**config.mk**
```make
export PLATFORM = sky130hd
export DESIGN_NAME = swrl_ctrl
export DESIGN_NICKNAME = d
export VERILOG_FILES = /design/src/sv/swrl_pkg.sv /design/src/sv/swrl_ctrl.sv
export SDC_FILE = /design/constraint.sdc
export NUM_CORES = 1
export LEC_CHECK = 0
export BUFFER_PORTS_ARGS = -buffer_cell sky130_fd_sc_hd__buf_2
export CAP_MARGIN = 0
export CORE_AREA = 2 2 39 41
export CTS_CLUSTER_DIAMETER = 40
export DETAILED_ROUTE_END_ITERATION = 8
export DIE_AREA = 0 0 41 43
export SYNTH_ARGS = -nofsm -noshare
export SYNTH_HDL_FRONTEND = slang
export SYNTH_SLANG_ARGS = --single-unit
```
**constraint.sdc**
```tcl
create_clock -name clk_i -period 2.5 [get_ports clk_i]
set_input_delay 0.125 -clock clk_i [delete_from_list [all_inputs] [get_ports clk_i]]
set_output_delay 0.125 -clock clk_i [all_outputs]
set_load 0.01 [all_outputs]
```
**src/sv/swrl_pkg.sv**
```systemverilog
`default_nettype none

package swrl_pkg;

  localparam int unsigned KEY_W     = 4;
  localparam int unsigned TIME_W    = 32;
  localparam int unsigned LIMIT_W   = 7;
  localparam int unsigned WINDOW_W  = 31;
  localparam int unsigned OCC_W     = 7;
  localparam int unsigned CFG_IDX_W = 2;
  localparam int unsigned CFG_W     = 31;

  // configuration register indexes
  localparam logic [CFG_IDX_W-1:0] CFG_API_LIMIT    = 2'd0;
  localparam logic [CFG_IDX_W-1:0] CFG_ADDR_LIMIT   = 2'd1;
  localparam logic [CFG_IDX_W-1:0] CFG_WINDOW_TICKS = 2'd2;

  localparam logic [LIMIT_W-1:0]  DEFAULT_LIMIT  = 7'd60;
  localparam logic [WINDOW_W-1:0] DEFAULT_WINDOW = 31'd60000;

  typedef struct packed {
    logic              mode;
    logic [KEY_W-1:0]  key_index;
    logic [TIME_W-1:0] now_time;
  } req_t;

  typedef struct packed {
    logic             admitted;
    logic [OCC_W-1:0] occupancy;
  } rsp_t;

  typedef struct packed {
    logic clr;
    logic load_req;
    logic load_meta;
    logic evict;
    logic commit;
  } cmd_t;

  typedef struct packed {
    logic clr_last;
    logic meta_empty;
    logic stale;
    logic last;
  } status_t;

endpackage

`default_nettype wire

```
**src/sv/swrl_ctrl.sv**
```systemverilog
`default_nettype none

module swrl_ctrl (
  input  wire logic              clk_i,
  input  wire logic              rst_ni,
  input  wire logic              in_valid_i,
  output logic                   in_ready_o,
  output logic                   out_valid_o,
  input  wire logic              out_ready_i,
  input  wire swrl_pkg::status_t status_i,
  output swrl_pkg::cmd_t         cmd_o
);

  typedef enum logic [2:0] {
    ST_CLEAR,
    ST_IDLE,
    ST_META_RD,
    ST_META_LD,
    ST_EVICT,
    ST_DECIDE
  } state_e;

  state_e state_q, state_d;
  logic   out_valid_q, out_valid_d;
  logic   out_free;

  assign out_free    = !out_valid_q || out_ready_i;
  assign in_ready_o  = (state_q == ST_IDLE);
  assign out_valid_o = out_valid_q;

  always_comb begin
    cmd_o       = '0;
    state_d     = state_q;
    out_valid_d = out_valid_q;
    if (out_valid_q && out_ready_i) begin
      out_valid_d = 1'b0;
    end
    case (state_q)
      ST_CLEAR: begin
        cmd_o.clr = 1'b1;
        if (status_i.clr_last) begin
          state_d = ST_IDLE;
        end
      end
      ST_IDLE: begin
        if (in_valid_i) begin
          cmd_o.load_req = 1'b1;
          state_d        = ST_META_RD;
        end
      end
      ST_META_RD: begin
        state_d = ST_META_LD;
      end
      ST_META_LD: begin
        cmd_o.load_meta = 1'b1;
        state_d         = status_i.meta_empty ? ST_DECIDE : ST_EVICT;
      end
      ST_EVICT: begin
        if (status_i.stale) begin
          cmd_o.evict = 1'b1;
          if (status_i.last) begin
            state_d = ST_DECIDE;
          end
        end else begin
          state_d = ST_DECIDE;
        end
      end
      ST_DECIDE: begin
        if (out_free) begin
          cmd_o.commit = 1'b1;
          out_valid_d  = 1'b1;
          state_d      = ST_IDLE;
        end
      end
      default: begin
        state_d = ST_CLEAR;
      end
    endcase
  end

  always_ff @(posedge clk_i or negedge rst_ni) begin
    if (!rst_ni) begin
      state_q     <= ST_CLEAR;
      out_valid_q <= 1'b0;
    end else begin
      state_q     <= state_d;
      out_valid_q <= out_valid_d;
    end
  end

  a_commit_slot_free: assert property (@(posedge clk_i) disable iff (!rst_ni)
    cmd_o.commit |-> (!out_valid_q || out_ready_i))
    else $error("result committed over a beat not yet taken");

  a_one_item: assert property (@(posedge clk_i) disable iff (!rst_ni)
    (in_valid_i && in_ready_o) |=> !in_ready_o)
    else $error("second item taken while one is in flight");

  a_result_source: assert property (@(posedge clk_i) disable iff (!rst_ni)
    $rose(out_valid_q) |-> $past(state_q) == ST_DECIDE)
    else $error("result raised outside the decision step");

endmodule

`default_nettype wire

```
# Yosys cells after proc, flatten, opt, wreduce, memory -nomap -nowiden
# Index checks and enable logic that the tools add are counted.
[word_totals] wordCells=34 in_bits=8 reg_bits=4
[op_classes] muxes=18 n_eq_ne=9 n_reduce_logical=5
[ops] cell="one-hot mux 3 bit (6 select lines)" n=1
[ops] cell="two-way mux 3 bit" n=5
[ops] cell="two-way mux 1 bit" n=12
[ops] cell="== test 3 x 2 -> 1 bit (second input constant)" n=2
[ops] cell="== test 3 bit (second input constant)" n=2
[ops] cell="!= test 2 bit (second input constant)" n=3
[ops] cell="AND reduction 4 bit" n=1
[ops] cell="== test 3 x 1 -> 1 bit (second input constant)" n=1
[ops] cell="zero test 3 bit" n=1
[ops] cell="!= test 3 bit (second input constant)" n=1
[ops] cell="logical AND 1 bit" n=1
[ops] cell="zero test 1 bit" n=1
[ops] cell="logical OR 1 bit" n=1

# Depth between registers and ports, before layout
# Gate-level depths: netlist of the first run.
[logic_depth] word_depth=4 mapped_depth=5 depth_no_buf=4

# Least setup slack after synthesis of the first run
# Ideal clock, no wire load.
[synth_path] kind="register to output" from="reg state_q[1]" to="out cmd_o[3] in the netlist's numbering" setup_slack_ns=1.307 arrival_time_ns=1.068 path_stages_with_launch=4 n_path_buf=1 cell_sequence="dfrtp_1 > buf_6 > nor3_1 > and2_1"
[synth_lines] element="from (decl)" line_no="swrl_ctrl.sv:23" rtl="state_e state_q, state_d;"
[synth_lines] element="from (signal assigned)" line_no="swrl_ctrl.sv:86" rtl="state_q <= state_d;"
[synth_lines] element="to (decl)" line_no="swrl_ctrl.sv:11" rtl="output swrl_pkg::cmd_t cmd_o"

==> out/results.ini, run 1 <==
[run_status]
status = finished clean

[sta]
grt_setup_unrepaired = no
setup_tns_ns = 0
max_freq_mhz = 723
finalSetupViolCount = 0
worst_slew_pin_slew_ns = 0.383
period_needed_ns = 1.38
hold_slack_ns = 0.177
hold_violations = 0
relSlewSlack = 0.745
fin_skew_ns = 0.00574
slew_viol_final = 0
finalCritPeriodShare = 0.553

[yosys]
synth_enable_flop_cells = 0
ys_types = 17
postSynthCellCount = 37
synthesis.nets = 45
ys_ff_latch = 4
syn_area_sq_um = 304
avgSynthCellArea_sq_um = 8.22
synth_ff_type = dfrtp_1
async_flop_share = 1.00
ys_warn_count = 0
yosysMostFrequentCell = nor2_1
yosysTopAreaCell = dfrtp_1
ys_seq_area_frac = 0.329
ys_top_cells_by_count = 6 x nor2_1, 5 x nand2_1, 4 x a21oi_1, 4 x dfrtp_1, 3 x nor3_1
synth_area_leaders = dfrtp_1 33%, buf_6 7.4%, nor2_1 7.4%
yosysTopAreaCellShare = 0.329

[place]
gp_congestion = 0.692
placed_area_sq_um = 364
place.detailed.hpwl_microns = 491
port_buffers = 14

[pwr]
cellLeakagePower_nw = 0.202
vdd_drop_max_mv = 0.309
combPwrFrac = 0.464
power.density_nw_per_um2 = 1080
power_frac_seq = 0.345
netSwitchingFraction = 0.419
pwr-share-clk = 0.191
p_sw_w = 0.000180
p_int_w = 0.000250

[worst_setup_path]
cp-end-kind = output pin
cp_data_required_time_ns = 2.38
reg2reg_from = state_q[2]
r2r_cells = 4
timing.rr.end = state_q[0]
r2r_setup_slack_ns = 1.17
critPathLaunchType = flop
cp.arrival_ns = 1.26
critPathMaxFanout = 8
critPathKind = flop to output pin

[floorplan]
die_w_microns = 41
start_util = 0.220
dieArea_sq_um = 1760
core-area_sq_um = 1380
die_y_microns = 43
io-pin-count = 15
rows = 14

[grt]
antenna_found_initial = 0
grt_use_total = 0.0917
grt_max_degree = 13
grt_overflow = 0
grt_pass1_vias = 256
grt_pass1_wl_microns = 1040

[cts]
cts_root_buf = clkbuf_4
clockBufferDepth = 2
clock_latency_ns = 0.24
htree_levels = 1
post_cts_resized = 0
numCtsBuffers = 3
path_clk_slew_ns = 0.04
clkSinkCount = 4
cts_tree = done

[routing]
drc = 0
wl_per_cell_microns = 9.21
vias = 290
firstDrtPassIters = 4
drt-initial-drc-count = 7
wirelength_microns = 626
viasPerCell = 4.26
drtAntennaViolNets = 0

[cells_and_area]
nets = 62
diodes = 0
final_layout_size_suffix_gt1_frac = 0.404
utilization = 0.287
fillers = 158
multi_input_area_sq_um = 170
final-seq-area_sq_um = 100
fin_area_sq_um = 397
syn2layout_area_growth_pct = 30.5

[min_path]
worstHoldPathType = primary input to flop
min_from = in_valid_i
holdPathEnd = state_q[1]
hold_depth = 3

[run]
drv_cap = 0

-- power groups by stage --
stage | Combinational (W) | Clock (W) | Sequential (W)
global route | 0.000224 | 0.0000907 | 0.000158
CTS | 0.000202 | 0.0000851 | 0.000147
finish | 0.000199 | 0.0000820 | 0.000148
detailed placement | 0.000201 | 0 | 0.000148
floorplan | 0.000202 | 0 | 0.000110
global placement | 0.000200 | 0 | 0.000149
-- critical path, stage by stage, from the launching register on --
cell and delay, ns:
dfrtp_1 0.48, inv_2 0.07, nor3_1 0.20, and2_1 0.15, buf_2 0.12
-- cell usage in the layout (no fill, tap or decap), drive strengths merged --
cell | synthesis | layout
nor2 | 6 | 6
dfrtp | 4 | 4
or2b | 2 | 2
nor3 | 3 | 3
nor2b | 3 | 3
dlygate4sd3 | 0 | 1
inv | 1 | 1
or2 | 1 | 1
and2 | 1 | 1
nand2 | 5 | 5
o21ai | 1 | 1
a21oi | 5 | 5
o31a | 1 | 1
clkbuf | 0 | 3
o32a | 1 | 1
buf | 3 | 14
-- cells by family (layout without fill, tap and decap cells) --
kind of cell,count (synthesis),in the layout,share of synthesized area
AOI/OAI and AO/OA,8,8,0.198
buffers and inverters,4,19,0.111
DFF,4,4,0.329
and+or+nand+nor,21,21,0.362
-- state kept, by name (all words and copies together), names as in the netlist --
signal,count
out_valid_o,1
state_q,3
-- area by class of cell --
cell class,count,share of cell area
clock buffer,3,0.0568
inverter,1,0.00946
tap,16,0.0505
timing repair buffer,15,0.202
sequential,4,0.252
multi-input combinational,29,0.429
-- through the flow --
| stage | setup slack, ns | cells | total power [W] |
|---|---|---|---|
| 5_1_grt | 0.938 | 68 | 0.000474 |
| 4_1_cts | 1.10 | 68 | 0.000435 |
| 3_3_place_gp | 1.21 | 64 | 0.000349 |
| 6_report | 1.12 | 68 | 0.000429 |
| 2_1_floorplan | 1.31 | 37 | 0.000313 |
| 3_5_place_dp | 1.17 | 64 | 0.000349 |
-- layer usage --
layer / routed length [microns] / part of all wire / up-vias / GRT usage
met5: 0 / 0 / - / 0
met4: 0 / 0 / 0 / 0.0800
met3: 35 / 0.056 / 0 / 0.0314
met2: 306 / 0.49 / 7 / 0.119
met1: 284 / 0.45 / 131 / 0.114
li1: - / - / 152 / -
-- worst max-delay path by stage --
stage,from,to,cells after the start
detailed placement,state_q[2],state_q[0],4
global placement,state_q[2],state_q[0],4
floorplan,state_q[1],cmd_o[3],3
finish,state_q[0],cmd_o[3],4
global route,state_q[0],cmd_o[3],4
CTS,state_q[0],cmd_o[3],4
-- timing repair --
| item | in CTS | in global routing |
|---|---|---|
| hold buffers | 1 | 0 |
| setup buffers | 0 | 0 |
| hold endpoints to repair | 4 | 0 |
| endpoints found under the setup margin | 0 | 0 |
(Power assumes the default switching activity.)
==> inputs of run 2 (changes only) <==
==> constraint.sdc (replaced) <==
create_clock -name clk_i -period 1.4 [get_ports clk_i]
set_input_delay 0.07 -clock clk_i [delete_from_list [all_inputs] [get_ports clk_i]]
set_output_delay 0.07 -clock clk_i [all_outputs]
set_load 0.01 [all_outputs]
==> run 2 against run 1 <==
Combinational power grew 96%. Global-route usage is 1.2 points higher. Hold slack worse by 0.060 ns. Power up 87%. Register-to-register slack got worse by 0.99 ns. Non-clock buffer count up 1. Via count unchanged. Clock power is 78% higher. Count of clock-buffer cells in the layout stayed put. Sequential cell count stayed put. Worst setup slack got worse by 1.0 ns. Utilization increased by 1.2 points. Critical path type unchanged.
==> out/results.ini, run 2 (synthesis results as in run 1) <==
[sta]
period_needed_ns = 1.29
worst_slew_pin_slew_ns = 0.194  ; -0.189 ns
fin_skew_ns = 0.000975  ; -0.00476 ns
max_freq_mhz = 775
setup_slack_ns = 0.109  ; -1.01 ns
hold_violations = 0  ; unchanged
finalSetupViolCount = 0  ; unchanged
grt_setup_unrepaired = no
relSlewSlack = 0.870  ; +0.125
finalCritPeriodShare = 0.922
slew_viol_final = 0  ; unchanged
setup_tns_ns = 0  ; unchanged

[pwr]
power_frac_seq = 0.331  ; -0.014
pwr-share-clk = 0.182  ; -0.009
power.density_nw_per_um2 = 1940  ; +80%
netSwitchingFraction = 0.415  ; -0.00334
combPwrFrac = 0.486  ; +0.022
p_int_w = 0.000469  ; +88%
cellLeakagePower_nw = 0.204  ; +1.3%
vdd_drop_max_mv = 0.489  ; +58%
p_sw_w = 0.000333  ; +85%

[floorplan]
die_w_microns = 41  ; unchanged
die_y_microns = 43  ; unchanged
rows = 14  ; unchanged
io-pin-count = 15  ; unchanged
dieArea_sq_um = 1760  ; unchanged
start_util = 0.220  ; unchanged
core-area_sq_um = 1380  ; unchanged

[worst_setup_path]
critPathKind = flop to output pin
r2r_setup_slack_ns = 0.18  ; -0.99 ns
cp_data_required_time_ns = 1.33  ; -1.05 ns
cp-end-kind = output pin
critPathMaxFanout = 7  ; -1
cp.arrival_ns = 1.22  ; -0.04 ns
critPathLaunchType = flop

[cts]
htree_levels = 1  ; unchanged
numCtsBuffers = 3  ; unchanged
cts_tree = done
clkSinkCount = 4  ; unchanged
clock_latency_ns = 0.24  ; about the same
clockBufferDepth = 2  ; unchanged
path_clk_slew_ns = 0.04  ; about the same
cts_root_buf = clkbuf_4
postCtsSetupBuffers = 0  ; unchanged

[routing]
drt-initial-drc-count = 3  ; -4
drc = 0  ; unchanged
viasPerCell = 4.20  ; -1.4%
firstDrtPassIters = 3  ; -1
wl_per_cell_microns = 9.45  ; +2.6%
vias = 290  ; unchanged
drtAntennaViolNets = 0  ; unchanged
wirelength_microns = 652  ; +4.2%

[place]
gp_congestion = 0.758  ; +9.6%
dpl_worst_slack_ns = 0.162  ; -1.01 ns
place.detailed.hpwl_microns = 525  ; +6.9%
port_buffers = 14  ; unchanged

[grt]
grt_use_total = 0.104  ; +0.0119
grt_max_degree = 12  ; -1
grt_overflow = 0  ; unchanged
grt_pass1_vias = 293  ; +14%
antenna_found_initial = 0  ; unchanged
grt_pass1_wl_microns = 1170  ; +12%

[cells_and_area]
final_common_cell = buf_2
regMostFlops = state_q
nets = 63  ; +1.6%
diodes = 0  ; unchanged
largest_reg_flops = 3  ; unchanged
layout.cells.most_common_list = 14 x buf_2, 6 x nor2_1, 5 x nand2_1
syn2layout_area_growth_pct = 35.8
final_layout_size_suffix_gt1_frac = 0.491  ; +0.0867

[min_path]
worstHoldPathType = primary input to flop

[run_status]
status = finished clean

[run]
drv_cap = 0  ; unchanged

## run 2: cell count changes in the layout (fill, tap and decap cells not counted)
cell,previous run,this run
buf_4,0,1
dfrtp_1,4,1
dfrtp_2,0,3
nor3_1,3,2
nor3_2,0,1
## run 2: worst paths after layout
kind                            start    endpoint  depth (start not counted)
setup / recovery           state_q[2]    cmd_o[3]                          4
hold / removal             in_valid_i  state_q[1]                          3
setup reg to reg           state_q[2]  state_q[0]                          4
hold reg to reg            state_q[0]  state_q[0]                          1
max in group asynchronous      rst_ni  state_q[1]                          2
min in group asynchronous      rst_ni  state_q[2]                          2
## run 2: power by group through the flow
stage	registers, W	logic (W)	clock network (W)
after floorplan	0.000197	0.000362	0
after global placement	0.000256	0.000385	0
after detailed placement	0.000257	0.000385	0
after CTS	0.000256	0.000388	0.000152
after global routing	0.000282	0.000443	0.000168
final	0.000266	0.000390	0.000146
## run 2: critical path, stage by stage (launching register included)
cell     delay, ns
dfrtp_2       0.44
buf_4         0.17
nor3_2        0.12
and2_1        0.13
buf_2         0.12
## run 2: stage by stage
step / cell area, sq um / util / total power, W / hold WS [ns] / instances
detailed placement: 372 / 0.269 / 0.000642 / -0.123 / 65
CTS: 404 / 0.292 / 0.000796 / 0.121 / 69
finish: 413 / 0.298 / 0.000802 / 0.116 / 69
floorplan: 304 / - / 0.000559 / -0.226 / 37
global route: 413 / 0.298 / 0.000893 / 0.133 / 69
global placement: 372 / 0.269 / 0.000641 / -0.120 / 65
## run 2: final cells by class
cell class	instances	area [sq um]
Fill cell	154	971
Multi-Input combinational cell	29	175
Sequential cell	4	104
Timing Repair Buffer	16	87.6
Clock buffer	3	22.5
Tap cell	16	20.0
Inverter	1	3.75
## run 2: what timing repair did
item | CTS | global route
setup endpoints to repair | 0 | 3
hold buffers | 1 | 0
hold endpoints to repair | 4 | 0
gates resized for setup | 0 | 4
## run 2: routing by layer
metal | wire, microns | up-vias | global-route usage
met5 | 0 | - | 0
met4 | 26 | 0 | 0.100
met3 | 15 | 3 | 0.0314
met2 | 331 | 7 | 0.141
met1 | 278 | 124 | 0.120
li1 | - | 156 | -
==> inputs of run 3 (changes only) <==
--- a/config.mk
+++ b/config.mk
@@ -8,7 +8,7 @@
 export BUFFER_PORTS_ARGS = -buffer_cell sky130_fd_sc_hd__buf_2
 export CAP_MARGIN = 0
 export CORE_AREA = 2 2 39 41
-export CTS_CLUSTER_DIAMETER = 40
+export CTS_CLUSTER_DIAMETER = 50
 export DETAILED_ROUTE_END_ITERATION = 8
 export DIE_AREA = 0 0 41 43
 export SYNTH_ARGS = -nofsm -noshare
==> constraint.sdc (replaced) <==
create_clock -name clk_i -period 1.5 [get_ports clk_i]
set_input_delay 0.075 -clock clk_i [delete_from_list [all_inputs] [get_ports clk_i]]
set_output_delay 0.075 -clock clk_i [all_outputs]
set_load 0.01 [all_outputs]
==> run 3 against run 2 <==
Count of clock-buffer cells in the layout is the same. Critical path depth is the same. Clock power shrank 7%. Critical endpoint unchanged.
==> out/results.ini, run 3 (synthesis results as in run 1) <==
[worst_setup_path]
r2r_cells = 4  ; unchanged
critPathKind = flop to output pin
cp_cell_sequence = buf_4, nor3_1, and2_1, buf_2
cp.arrival_ns = 1.32  ; +0.10 ns
timing.rr.end = state_q[0]
crit_family = flip-flops
crit_slowest_cell = dfrtp_1
cp_data_required_time_ns = 1.42  ; +0.09 ns
max_stage_delay_ns = 0.46  ; +0.02 ns
critPathMaxFanout = 7  ; unchanged
reg2reg_from = state_q[2]
crit_buf_inv = 2  ; unchanged
crit_start = state_q[2]
r2r_setup_slack_ns = 0.28  ; +0.10 ns
worstSetupPathDepth = 4  ; unchanged
cp-end-kind = output pin
critPathLaunchType = flop
endpoint = cmd_o[3]

[floorplan]
io-pin-count = 15  ; unchanged
dieArea_sq_um = 1760  ; unchanged
die_y_microns = 43  ; unchanged
core-area_sq_um = 1380  ; unchanged
start_util = 0.220  ; unchanged
rows = 14  ; unchanged
die_w_microns = 41  ; unchanged

[grt]
grt_pass1_vias = 265  ; -9.6%
antenna_found_initial = 0  ; unchanged
grt_pass1_wl_microns = 1040  ; -11%
grt_use_total = 0.0947  ; -0.00896
grt_overflow = 0  ; unchanged
grt_max_degree = 12  ; unchanged

[run_status]
status = finished clean

[routing]
firstDrtPassIters = 2  ; -1
vias = 307  ; +5.9%
drc = 0  ; unchanged
drt-initial-drc-count = 4  ; +1
viasPerCell = 4.45  ; +5.9%
wl_per_cell_microns = 9.29  ; -1.7%
wirelength_microns = 641  ; -1.7%
drtAntennaViolNets = 0  ; unchanged

[sta]
worst_slew_pin_slew_ns = 0.300  ; +0.106 ns
relSlewSlack = 0.800  ; -0.0702
max_freq_mhz = 717
hold_violations = 0  ; unchanged
hold_slack_ns = 0.121  ; +0.00454 ns
grt_setup_unrepaired = no
setup_slack_ns = 0.105  ; -0.00360 ns
finalCritPeriodShare = 0.930
finalSetupViolCount = 0  ; unchanged
setup_tns_ns = 0  ; unchanged
period_needed_ns = 1.39
slew_viol_final = 0  ; unchanged
fin_skew_ns = 0.00449  ; +0.00351 ns

[pwr]
p_int_w = 0.000426  ; -9.2%
netSwitchingFraction = 0.417  ; +0.00210
power.density_nw_per_um2 = 1810  ; -6.9%
p_sw_w = 0.000305  ; -8.5%
combPwrFrac = 0.486  ; about the same
power_frac_seq = 0.328  ; -0.003
pwr-share-clk = 0.186  ; +0.004
cellLeakagePower_nw = 0.207  ; +1.3%
vdd_drop_max_mv = 0.508  ; +3.8%
p_total_w = 0.000731  ; -8.9%

[cells_and_area]
syn2layout_area_growth_pct = 32.9
final_layout_size_suffix_gt1_frac = 0.415  ; -0.0755
final_common_cell = buf_2
fin_cells = 69  ; unchanged
regMostFlops = state_q
diodes = 0  ; unchanged
largest_reg_flops = 3  ; unchanged
nets = 63  ; unchanged
fillers = 156  ; +1.3%
layout.cells.most_common_list = 14 x buf_2, 6 x nor2_1, 5 x nand2_1

[run]
drv_cap = 0  ; unchanged

[place]
dpl_worst_slack_ns = 0.287  ; +0.124 ns
gp_congestion = 0.678  ; -11%
port_buffers = 14  ; unchanged
place.detailed.hpwl_microns = 521  ; -0.69%
dp_cells = 65  ; unchanged

[cts]
cts_tree = done
clockBufferDepth = 2  ; unchanged
clock_latency_ns = 0.24  ; about the same
clkSinkCount = 4  ; unchanged
htree_levels = 1  ; unchanged
cts_root_buf = clkbuf_4
path_clk_slew_ns = 0.03  ; about the same
numCtsBuffers = 3  ; unchanged
post_cts_resized = 0  ; unchanged

[min_path]
worstHoldPathType = primary input to flop

[run 3: cell types whose count changed in the layout (fill, tap and decap cells not counted)]
cell     before  now
dfrtp_1       1    4
dfrtp_2       3    0
nor3_1        2    3
nor3_2        1    0
[run 3: routing by layer]
layer,vias to the layer above,wire length [microns],global-route usage,share of wire
met4,0,11,0.0800,0.017
li1,156,-,-,-
met3,2,26,0.0471,0.041
met1,143,281,0.107,0.44
met2,6,322,0.125,0.50
met5,-,0,0,0
[run 3: worst min-delay path by stage]
| stage | start | end | slack (ns) | depth (start not counted) |
|---|---|---|---|---|
| after floorplan | rst_ni | out_valid_o | -0.22 | 0 |
| after detailed placement | rst_ni | out_valid_o | -0.11 | 1 |
| after global placement | rst_ni | out_valid_o | -0.11 | 1 |
| after global routing | in_valid_i | state_q[1] | 0.13 | 3 |
| after CTS | in_valid_i | state_q[1] | 0.11 | 3 |
| final | in_valid_i | state_q[1] | 0.12 | 3 |
[run 3: what timing repair did]
item	4_1_cts	5_1_grt
endpoints found under the hold margin	4	0
buffers inserted	0	0
hold buffers	1	0
[run 3: metrics by stage]
stage                     instance area (sq um)   util
after floorplan                             304      -
after global placement                      372  0.269
after detailed placement                    372  0.269
after CTS                                   404  0.292
after global routing                        404  0.292
final                                       404  0.292
[run 3: area by class of cell]
class / instances / area (sq um) / area share
flip-flops and latches: 4 / 100 / 0.248
clock buffers: 3 / 22.5 / 0.0557
well taps: 16 / 20.0 / 0.0495
inverters: 1 / 3.75 / 0.00929
multi-input cells: 29 / 170 / 0.421
repair buffers: 16 / 87.6 / 0.217
[run 3: power by group through the flow]
stage / Combinational, W / Sequential (W) / Clock (W)
after global routing: 0.000394 / 0.000257 / 0.000154
after CTS: 0.000361 / 0.000241 / 0.000144
final: 0.000355 / 0.000240 / 0.000136
after detailed placement: 0.000356 / 0.000241 / 0
after global placement: 0.000356 / 0.000239 / 0
after floorplan: 0.000337 / 0.000184 / 0
[run 3: worst register-to-register path, stage by stage, from the launching register on]
cell and delay (ns):
dfrtp_1 0.48, nor2_1 0.12, a21oi_4 0.11, nor2_1 0.05, o32a_1 0.35
